`config.mk`:
```
export PLATFORM = sky130hd
export DESIGN_NAME = text_console_cursor_engine_top
export DESIGN_NICKNAME = d
export VERILOG_FILES = /design/src/tcce_pkg.sv /design/src/text_console_cursor_engine_top.sv
export SDC_FILE = /design/constraint.sdc
export NUM_CORES = 1
export LEC_CHECK = 0
export ABC_AREA = 1
export BUFFER_PORTS_ARGS = -buffer_cell sky130_fd_sc_hd__clkbuf_2
export CAP_MARGIN = 20
export CORE_MARGIN = 10
export CORE_UTILIZATION = 48
export CTS_BUF_LIST = sky130_fd_sc_hd__clkbuf_8 sky130_fd_sc_hd__clkbuf_16
export DETAILED_ROUTE_END_ITERATION = 12
export PLACE_DENSITY = 0.75
export SLEW_MARGIN = 10
export SYNTH_ARGS = -nofsm -noshare
export SYNTH_HDL_FRONTEND = slang
export SYNTH_SLANG_ARGS = --single-unit
```
`constraint.sdc`:
```
create_clock -name clk -period 8.5 [get_ports clk]
set_clock_uncertainty 0.15 [all_clocks]
set_input_delay 1.7 -clock clk [delete_from_list [all_inputs] [get_ports clk]]
set_output_delay 1.7 -clock clk [all_outputs]
set_load 0.05 [all_outputs]
```
`src/tcce_pkg.sv`:
```
// ----------------------------------------------------------------------------
// tcce_pkg
// Types and character codes shared by the text console cursor engine.
// ----------------------------------------------------------------------------
package tcce_pkg;

	localparam int unsigned ColBits   = 11;
	localparam int unsigned RowBits   = 10;
	localparam int unsigned CountBits = 10;
	localparam int unsigned ParamBits = 32;

	localparam logic [7:0] CHAR_BS  = 8'h08;
	localparam logic [7:0] CHAR_TAB = 8'h09;
	localparam logic [7:0] CHAR_LF  = 8'h0a;
	localparam logic [7:0] CHAR_CR  = 8'h0d;
	localparam logic [7:0] CHAR_ESC = 8'h1b;
	localparam logic [7:0] CHAR_D0  = 8'h30;
	localparam logic [7:0] CHAR_D9  = 8'h39;
	localparam logic [7:0] CHAR_LEFT = 8'h44;
	localparam logic [7:0] CHAR_LBRACKET = 8'h5b;

	localparam logic [ColBits-1:0]   TAB_STOP = 11'd8;
	localparam logic [RowBits-1:0]   ROW_MAX  = 10'd1023;
	localparam logic [CountBits-1:0] COLUMN_COUNT_RESET = 10'd80;
	localparam logic [CountBits-1:0] ROW_COUNT_RESET    = 10'd25;

	typedef enum logic [0:0] {
		CFG_COLUMN_COUNT = 1'b0,
		CFG_ROW_COUNT    = 1'b1
	} cfg_index_t;

	typedef struct packed {
		logic [ColBits-1:0]   col;
		logic [RowBits-1:0]   row;
		logic                 esc;
		logic [ParamBits-1:0] param;
	} cursor_state_t;

	typedef struct packed {
		logic                 draw;
		logic [7:0]           glyph;
		logic [CountBits-1:0] draw_col;
		logic [RowBits-1:0]   draw_row;
		logic [1:0]           scroll;
		logic                 inval;
	} step_res_t;

	typedef struct packed {
		cursor_state_t st;
		step_res_t     res;
	} step_t;

endpackage

```
`src/text_console_cursor_engine_top.sv`:
```
// ----------------------------------------------------------------------------
// text_console_cursor_engine_top
// Character cursor tracker for a text console.
//
// Usage:
//   Input channel (in_valid, in_stall, code) takes one character byte per item.
//   Output channel (out_valid, out_stall, ...) returns exactly one result item
//   per input item: glyph draw request, scroll count, invalidate flag and the
//   cursor position after the character.
//   Config channel (cfg_valid, cfg_ready, cfg_index, cfg_data) writes the
//   column count (index 0) and row count (index 1); cfg_ready is always high.
//   Write configuration only while no item is in flight.
// Timing:
//   An accepted item passes an input register, then the cursor update and the
//   result register, to out_valid. One item per cycle is sustained while
//   out_stall is low; the cursor state feeds back from its own register.
//   While out_stall holds, the result stays put and one more item is taken
//   into the input register before in_stall rises.
// Reset:
//   arst_n clears the cursor, escape mode and parameter, sets 80 columns by
//   25 rows, and empties both registers.
// ----------------------------------------------------------------------------
module text_console_cursor_engine_top (
	input  logic        clk,
	input  logic        arst_n,
	input  logic        in_valid,
	output logic        in_stall,
	input  logic [7:0]  code,
	output logic        out_valid,
	input  logic        out_stall,
	output logic        draw_valid,
	output logic [7:0]  glyph,
	output logic [9:0]  draw_col,
	output logic [9:0]  draw_row,
	output logic [1:0]  scroll_lines,
	output logic        invalidate,
	output logic [9:0]  cursor_col_out,
	output logic [9:0]  cursor_row_out,
	input  logic        cfg_valid,
	output logic        cfg_ready,
	input  logic [0:0]  cfg_index,
	input  logic [9:0]  cfg_data
);

	function automatic logic [tcce_pkg::RowBits-1:0] row_up(
		logic [tcce_pkg::RowBits-1:0] row
	);
		return (row != tcce_pkg::ROW_MAX) ? row + 10'd1 : row;
	endfunction

	function automatic tcce_pkg::step_t handle_char(
		tcce_pkg::cursor_state_t s,
		logic [7:0] c,
		logic [tcce_pkg::CountBits-1:0] cols,
		logic [tcce_pkg::CountBits-1:0] rows
	);
		tcce_pkg::step_t r;
		logic [tcce_pkg::ColBits:0] tab_sum;
		logic draw;
		r.st = s;
		r.res = '0;
		draw = 1'b0;
		tab_sum = {1'b0, s.col} + {1'b0, tcce_pkg::TAB_STOP};
		if (!s.esc) begin
			case (c)
				tcce_pkg::CHAR_CR: r.st.col = '0;
				tcce_pkg::CHAR_LF: begin
					r.st.row = row_up(s.row);
					r.res.inval = 1'b1;
				end
				tcce_pkg::CHAR_BS: begin
					if (s.col != '0) r.st.col = s.col - 11'd1;
				end
				tcce_pkg::CHAR_TAB: r.st.col = {tab_sum[tcce_pkg::ColBits-1:3], 3'b000};
				tcce_pkg::CHAR_ESC: begin
					r.st.param = '0;
					r.st.esc = 1'b1;
				end
				default: draw = 1'b1;
			endcase
		end else begin
			if (c inside {[tcce_pkg::CHAR_D0:tcce_pkg::CHAR_D9]}) begin
				r.st.param = {s.param[28:0], 3'b000} + {s.param[30:0], 1'b0}
					+ {28'd0, c[3:0]};
			end else if (c == tcce_pkg::CHAR_LEFT) begin
				if (s.param <= {21'd0, s.col}) r.st.col = s.col - s.param[10:0];
				r.st.esc = 1'b0;
			end else if (c != tcce_pkg::CHAR_LBRACKET) begin
				draw = 1'b1;
				r.st.esc = 1'b0;
			end
		end
		if (draw) begin
			r.res.draw = 1'b1;
			r.res.glyph = c;
			r.res.draw_col = s.col[9:0];
			r.res.draw_row = s.row;
			r.st.col = s.col + 11'd1;
		end
		if (r.st.col >= {1'b0, cols}) begin
			r.st.col = '0;
			r.st.row = row_up(r.st.row);
			r.res.inval = 1'b1;
		end
		if (r.st.row >= rows) begin
			if (r.st.row != '0) r.st.row = r.st.row - 10'd1;
			r.res.scroll = 2'd1;
			r.res.inval = 1'b1;
		end
		return r;
	endfunction

	logic [tcce_pkg::CountBits-1:0] column_count_q;
	logic [tcce_pkg::CountBits-1:0] row_count_q;
	tcce_pkg::cursor_state_t state_q;
	logic valid_s1;
	logic [7:0] code_s1;
	logic move;
	tcce_pkg::step_t pass_cr;
	tcce_pkg::step_t pass_main;
	tcce_pkg::cursor_state_t state_mid;
	tcce_pkg::step_res_t res_cr;
	tcce_pkg::step_res_t res_next;
	logic is_lf;

	assign cfg_ready = 1'b1;
	assign move      = !out_valid || !out_stall;
	assign in_stall  = valid_s1 && !move;

	always_ff @(posedge clk or negedge arst_n) begin
		if (!arst_n) begin
			column_count_q <= tcce_pkg::COLUMN_COUNT_RESET;
			row_count_q    <= tcce_pkg::ROW_COUNT_RESET;
		end else if (cfg_valid && cfg_ready) begin
			case (tcce_pkg::cfg_index_t'(cfg_index))
				tcce_pkg::CFG_COLUMN_COUNT: column_count_q <= cfg_data;
				tcce_pkg::CFG_ROW_COUNT:    row_count_q    <= cfg_data;
				default: ;
			endcase
		end
	end

	// input register
	always_ff @(posedge clk or negedge arst_n) begin
		if (!arst_n) begin
			valid_s1 <= 1'b0;
		end else if (!in_stall) begin
			valid_s1 <= in_valid;
		end
	end

	always_ff @(posedge clk) begin
		if (in_valid && !in_stall) code_s1 <= code;
	end

	// newline runs a carriage return first
	always_comb begin
		is_lf     = (code_s1 == tcce_pkg::CHAR_LF);
		pass_cr   = handle_char(state_q, tcce_pkg::CHAR_CR, column_count_q, row_count_q);
		state_mid = is_lf ? pass_cr.st : state_q;
		res_cr    = is_lf ? pass_cr.res : '0;
		pass_main = handle_char(state_mid, code_s1, column_count_q, row_count_q);
		res_next  = res_cr.draw ? res_cr : pass_main.res;
		res_next.draw     = res_cr.draw | pass_main.res.draw;
		res_next.scroll   = res_cr.scroll + pass_main.res.scroll;
		res_next.inval    = res_cr.inval | pass_main.res.inval;
	end

	always_ff @(posedge clk or negedge arst_n) begin
		if (!arst_n) begin
			state_q   <= '0;
			out_valid <= 1'b0;
		end else if (move) begin
			out_valid <= valid_s1;
			if (valid_s1) state_q <= pass_main.st;
		end
	end

	// result register
	always_ff @(posedge clk) begin
		if (move && valid_s1) begin
			draw_valid     <= res_next.draw;
			glyph          <= res_next.glyph;
			draw_col       <= res_next.draw_col;
			draw_row       <= res_next.draw_row;
			scroll_lines   <= res_next.scroll;
			invalidate     <= res_next.inval;
			cursor_col_out <= pass_main.st.col[9:0];
			cursor_row_out <= pass_main.st.row;
		end
	end

`ifndef ASSERT_OFF
	a_scroll_range: assert property (@(posedge clk) disable iff (!arst_n)
		out_valid |-> scroll_lines != 2'd3)
		else $error("scroll count out of range");

	a_scroll_inval: assert property (@(posedge clk) disable iff (!arst_n)
		(out_valid && scroll_lines != 2'd0) |-> invalidate)
		else $error("scroll without invalidate");

	a_nodraw_zero: assert property (@(posedge clk) disable iff (!arst_n)
		(out_valid && !draw_valid) |-> (glyph == 8'd0 && draw_col == 10'd0
			&& draw_row == 10'd0))
		else $error("draw fields set without a draw");

	a_stall_source: assert property (@(posedge clk) disable iff (!arst_n)
		in_stall |-> (valid_s1 && out_valid && out_stall))
		else $error("input stalled with room to advance");
`endif

endmodule

```
# Yosys cells after proc, flatten, opt, wreduce, memory -nomap -nowiden
# Cells that the tools add are included.
[totals] register_bits=136 out_inout_bits=55
[op_classes] n_reduce_logical=16 n_lt_le_gt_ge=7 addsub=13 eq_ne=10 mux=43 bitwise=3
[op_table] cell="10-bit 2-to-1 mux" n=9
[op_table] cell="11-bit 2-to-1 mux" n=8
[op_table] cell="33-bit 2-to-1 mux" n=2
[op_table] cell="32-bit 2-to-1 mux" n=2
[op_table] cell="29-bit 2-to-1 mux" n=2
[op_table] cell="54-bit 2-to-1 mux" n=1
[op_table] cell="21-bit 2-to-1 mux" n=2
[op_table] cell="11-bit one-hot mux with 3 select lines" n=1
[op_table] cell="32-bit adder" n=1
[op_table] cell="32-bit by 4-bit adder with 32-bit output" n=1
[op_table] cell="8-bit by 4-bit == test with 1-bit output (second input constant)" n=4
[op_table] cell="32-bit by 11-bit less-or-equal comparator with 1-bit output" n=1
[op_table] cell="31-bit 2-to-1 mux" n=1
[op_table] cell="10-bit by 1-bit adder with 10-bit output (second input constant)" n=3
[op_table] cell="10-bit != test (second input constant)" n=3
[op_table] cell="11-bit by 1-bit adder with 11-bit output (second input constant)" n=2
[op_table] cell="11-bit by 10-bit >= comparator with 1-bit output" n=2
[op_table] cell="10-bit >= comparator" n=2
[op_table] cell="10-bit nonzero test" n=2
[op_table] cell="10-bit by 1-bit subtractor with 10-bit output (second input constant)" n=2
[op_table] cell="1-bit 2-to-1 mux" n=13
[op_table] cell="11-bit by 4-bit adder with 11-bit output (second input constant)" n=1
[op_table] cell="11-bit nonzero test" n=1
[op_table] cell="11-bit by 1-bit subtractor with 11-bit output (second input constant)" n=1
[op_table] cell="15 further kinds" n=25

# Logic depth before layout (Yosys ltp)
[logic_depth] depth_word=19 mapped_depth=67 mapped_depth_nobuf=66

# Least setup slack after synthesis
# Ideal clock, no wire load.
[synth_timing] kind="reg2reg" from="register state_q[44] (netlist name)" to="register cursor_row_out[8], data pin" period_less_slack_ps=8158 stages_incl_launch_ff=64 path_slack_ps=342 setup_time_ps=252 t_arrival_ps=7757 required_time_ps=8098 path_cell_list="dfrtp_1 > ha_1 > nand2_1 > nor2_2 > nand2_1 > inv_1 > nor3_1 > ha_1 > nand2_1 > nor2_1 > a21boi_0 > nand2_1 > nor2_1 > nand2_1 > nand2_1 > nand2_1 > nand2_2 > nand2_4 > [28 not listed] > buf_2 > nand2_1 > nand2_1 > nand2_2 > inv_1 > ha_1 > inv_1 > nor2_1 > o211ai_1 > o2111ai_1 > a31oi_1 > clkinv_1 > nand2_1 > nor2_1 > nand2_1 > nand2_1 > nand2_1 > nor2_1"
[synth_lines] element="from (decl)" line_no="text_console_cursor_engine_top.sv:115" rtl="tcce_pkg::cursor_state_t state_q;"
[synth_lines] element="from (signal assigned)" line_no="text_console_cursor_engine_top.sv:175" rtl="if (valid_s1) state_q <= pass_main.st;"
[synth_lines] element="to (signal assigned)" line_no="text_console_cursor_engine_top.sv:189" rtl="cursor_row_out <= pass_main.st.row;"
[synth_lines] element="to (decl)" line_no="text_console_cursor_engine_top.sv:38" rtl="output logic [9:0] cursor_row_out,"

# Worst setup path after layout
[layout_timing] from="register state_q[44] (netlist name)" to="register state_q[41] (netlist name)"
[layout_between] elab_chain_len=18
[layout_lines] element="11-bit by 1-bit adder with 11-bit output or 11-bit 2-to-1 mux (tied branches)" line_no="text_console_cursor_engine_top.sv:98, text_console_cursor_engine_top.sv:64"
[layout_lines] element="11-bit 2-to-1 mux" line_no="text_console_cursor_engine_top.sv:93" rtl="if (draw) begin"
[layout_lines] element="11-bit by 10-bit >= comparator with 1-bit output" line_no="text_console_cursor_engine_top.sv:100" rtl="if (r.st.col >= {1'b0, cols}) begin"
[layout_lines] element="21-bit 2-to-1 mux" line_no="text_console_cursor_engine_top.sv:100"
[layout_lines] element="10-bit by 1-bit subtractor with 10-bit output or 10-bit nonzero test (tied branches)" line_no="text_console_cursor_engine_top.sv:106" rtl="if (r.st.row != '0) r.st.row = r.st.row - 10'd1;"
[layout_lines] element="10-bit 2-to-1 mux" line_no="text_console_cursor_engine_top.sv:106"
[layout_lines] element="10-bit 2-to-1 mux" line_no="text_console_cursor_engine_top.sv:105" rtl="if (r.st.row >= rows) begin"
[layout_lines] element="54-bit 2-to-1 mux (*)" line_no="text_console_cursor_engine_top.sv:160" rtl="state_mid = is_lf ? pass_cr.st : state_q;"
[layout_lines] element="[2 not listed]"
[layout_lines] element="10-bit 2-to-1 mux" line_no="text_console_cursor_engine_top.sv:65" rtl="case (c)"
[layout_lines] element="10-bit 2-to-1 mux" line_no="text_console_cursor_engine_top.sv:64" rtl="if (!s.esc) begin"
[layout_lines] element="10-bit by 1-bit adder with 10-bit output or 10-bit != test (tied branches)" line_no="text_console_cursor_engine_top.sv:48" rtl="return (row != tcce_pkg::ROW_MAX) ? row + 10'd1 : row;"
[layout_lines] element="10-bit 2-to-1 mux" line_no="text_console_cursor_engine_top.sv:48"
[layout_lines] element="21-bit 2-to-1 mux (*)" line_no="text_console_cursor_engine_top.sv:100"
[layout_lines] element="10-bit by 1-bit subtractor with 10-bit output or 10-bit nonzero test (tied branches)" line_no="text_console_cursor_engine_top.sv:106"
[layout_lines] element="10-bit 2-to-1 mux" line_no="text_console_cursor_engine_top.sv:106"
[layout_lines] element="10-bit 2-to-1 mux (*)" line_no="text_console_cursor_engine_top.sv:105"
# Mark *: on every way between the ends. The rest lies on a longest branch, timed or not.
# A chain may end at the register's enable or synchronous reset.

==> results.md <==
* Layout cells sized above 1 at 0.2678
* FF-to-FF End: state_q[41]
* Post-Route WL at 39370 um
* Pre-antenna DRT Iters at 6
* Status: completed
* PD cells at 313.7 mW/mm2
* Synth unique cells at 63
* First-pass GRT wire length at 60870 um
* TritonCTS clock tree: yes
* FF/Latch Area at 0.003710 mm2
* Antenna Violating Nets Remaining at 0
* Leak Pwr at 0.007205 uW
* Pin count of the biggest net entering global routing at 85
* Endpoint type of the worst setup path: flip-flop
* Die Ht at 178.3 um
* CTS Root Buffer Type: clkbuf_16
* WL met1 at 17720 um
* Port Buffers at 77
* Final setup TNS at 0 ns
* Worst Path Required at 8.70 ns
* Logic gate share of total power at 0.625
* Simple-gate share of the synthesized area at 0.2855
* Routability congestion estimate at 0.9910
* Routed via count at 12062
* Max Buffers Root-to-Sink at 2
* Slew HR at 0.3045
* Highest-delay cell along the critical path: dfrtp_1
* Top post-synthesis cells by count: nand2_1, inv_1, ha_1
* CP Max Fanout at 7
* Worst EP arrival at 8.49 ns
* Clock network fraction of total power at 0.171
* Startpoint types: flip-flop
* CORE AREA at 0.02446 mm2
* HP Class: reg -> reg
* Max_cap viols at 0
* Main combinational cell family by area after synthesis: simple AND/OR/NAND/NOR gates
* Ratio of final minimum period to clock period at 0.9750
* IO Count at 79
* # nets final at 1945
* HPWL Detailed at 29770 um
* RSZ-0062 raised after global routing: true
* Net switching power at 2261 uW
* Synth Area in Compound Gates at 0.1527
* Reg power frac at 0.204
* Top Metal Used: met4
* Cts-stage hold buffer count at 0
* Largest cells by area after synthesis: edfxtp_1, dfrtp_1, ha_1
* Switching Fraction at 0.4844
* Multiplexer share of the synthesized area at 0
* Power Internal at 2407 uW
* Max VDD drop at 165.3 uV
* Fin. max-slew vios at 0
* Area of the multi-input gates at 0.007846 mm2
* R2R cell count at 57
* Initial Util at 0.4918
* Top-area cell type share of the netlist area at 0.1498
* WL met2 at 17130 um
* Vias in the first global route at 11236
* Num Clock Sinks at 136
* Via density at 5.679
* WHS Path Cells at 2
* Mapped Cells at 1597
* Crit-path most repeated cell: nand2_2
* Final setup violation count at 0
* Mapped Avg Cell Area at 7.533 um2
* # DRC at 0
* Row count at 57
* Fillers at 2171
* Antenna diode count at 0
* Largest stage delay on the critical path at 0.39 ns
* Crit Path Class: reg -> reg
* Reg-to-reg slack, setup at 0.21 ns
* Initial antenna violation count at 0
* TritonCTS Buffers at 17
* Maximum clock frequency at 0.1207 GHz
* Synth area leader: edfxtp_1
* Chip width at 178.3 um
* Synth Area in XOR/XNOR at 0.02257
* Reg clk slew, reported paths at 0.06 ns
* Main synth FF type: dfrtp_1
* Yosys reg bits at 136
* Async set-reset flop share out of synthesis at 0.5588
* Syn_nets at 1755
* Length of routed met3 wiring at 3728 um
* Final Hold Viols at 0
* Yosys warnings at 0
* Hold Path Origin: column_count_q[8]
* Slew of the pin with the lowest slew margin at 1.043 ns
* Minimum clock period at 8.287 ns
* Die area at 0.03180 mm2
* H-tree Lvls at 4
* Sequential area share after synthesis at 0.3084
* Area growth syn-to-layout at 23.68%
* Hold Path Sink: column_count_q[8]
* Worst-skew pair later-pin latency at 0.44 ns
* Synth Cell Area at 0.01203 mm2
* R2R Path Start: state_q[44]
* First DRT Iteration DRCs at 1543
* Post-synth EDFFs at 60
* Hold slack at 0.3400 ns
* Most frequent cell after synthesis: nand2_1
* Adder-cell share of the synthesized area at 0.1412
* Wirelength per Cell at 18.54 um
* GRT Overall Usage at 0.2416
* Global route total overflow at 0
layout by cell type (no fill, tap or decap), types with 5 or more instances in the layout:
master,n
xnor2_1,9
nand4_1,30
o21ai_1,21
nand2_2,62
nor2_4,18
nor2_2,18
nand2_1,307
clkbuf_16,19
ha_1,111
nand3_1,94
clkbuf_2,76
xor2_1,22
nor3_1,11
edfxtp_1,60
a21oi_1,74
buf_6,10
nand2_4,16
o21ai_2,9
dfrtp_1,71
inv_2,29
and2_1,11
inv_1,186
o211ai_1,7
o31ai_1,12
clkinv_4,5
nand3_2,19
nor2_1,112
o21ai_0,101
a21oi_2,9
clkinv_1,5
buf_4,121
ha_4,16
nand3_4,5
o22ai_1,30
dfstp_2,5
o21bai_1,5
nor4_1,5
power by group through the flow:
stage / sequential (uW) / combinational [uW] / clock, uW
final: 954 / 2920 / 798
after detailed placement: 962 / 2480 / 0
after global routing: 966 / 3170 / 830
after global placement: 956 / 2450 / 0
after CTS: 952 / 2560 / 802
after floorplan: 1150 / 1440 / 0
per-layer routing:
layer,vias to the layer above,global-route usage
met4,0,0.07199
met3,67,0.05095
met2,547,0.3579
met1,5679,0.3454
li1,5769,-
met5,-,0
through the flow:
stage | worst slack [ns] | instance area (um2) | util | power [uW] | instances
6_report | 0.2127 | 14880 | 0.6083 | 4668 | 2124
5_1_grt | -0.1961 | 14880 | 0.6083 | 4970 | 2124
4_1_cts | 0.008701 | 14170 | 0.5792 | 4317 | 2104
3_5_place_dp | -0.2903 | 13400 | 0.5477 | 3447 | 2063
3_3_place_gp | -0.09147 | 13400 | 0.5477 | 3410 | 2063
2_1_floorplan | 0.3417 | 12030 | - | 2586 | 1597
cell type report:
class	instances	area share
repair buffers	210	0.09687
inverters	224	0.05710
multi-input cells	1198	0.5273
clock buffers	20	0.03288
well taps	324	0.02725
flip-flops and latches	136	0.2493
clock inverters	12	0.009250
sequential cells by signal, summed over array words and instances, names as in the netlist:
name            flops
code_s1             8
glyph               8
scroll_lines        2
cursor_row_out     10
state_q            22
out_valid           1
draw_col           10
pass_cr            32
draw_row           10
draw_valid          1
cursor_col_out     10
row_count_q        10
valid_s1            1
column_count_q     10
invalidate          1
logic make-up after synthesis:
| kind of cell | after synthesis |
|---|---|
| buffers and inverters | 263 |
| AND/OR/NAND/NOR | 720 |
| adder cells (fa/ha/maj) | 134 |
| other | 1 |
| flip-flops | 136 |
| AO/OA/AOI/OAI | 312 |
| XOR/XNOR | 31 |
critical path: cells and delay by family, from the launching register on:
family | cells | cell delay [ns]
and+or+nand+nor | 24 | 2.58
buffers and inverters | 14 | 1.69
DFF | 1 | 0.39
AOI/OAI and AO/OA | 15 | 2.36
adders and majority gates | 4 | 1.00
timing repair:
item | 4_1_cts | 5_1_grt
resized for setup | 26 | 143
endpoints found under the setup margin | 22 | 23
cloned | 1 | 1
setup buffers | 8 | 20
pin swaps | 9 | 71
worst max path at each step:
| stage | startpoint | endpoint | slack (ns) | cells after the start |
|---|---|---|---|---|
| 4_1_cts | state_q[44] | state_q[41] | 0.009 | 62 |
| 6_report | state_q[44] | state_q[41] | 0.21 | 57 |
| 5_1_grt | state_q[44] | state_q[41] | -0.20 | 62 |
| 3_3_place_gp | state_q[44] | state_q[41] | -0.09 | 64 |
| 3_5_place_dp | state_q[44] | state_q[41] | -0.29 | 61 |
| 2_1_floorplan | state_q[44] | cursor_row_out[8] | 0.34 | 63 |
Power figures use the tool's default switching activity.
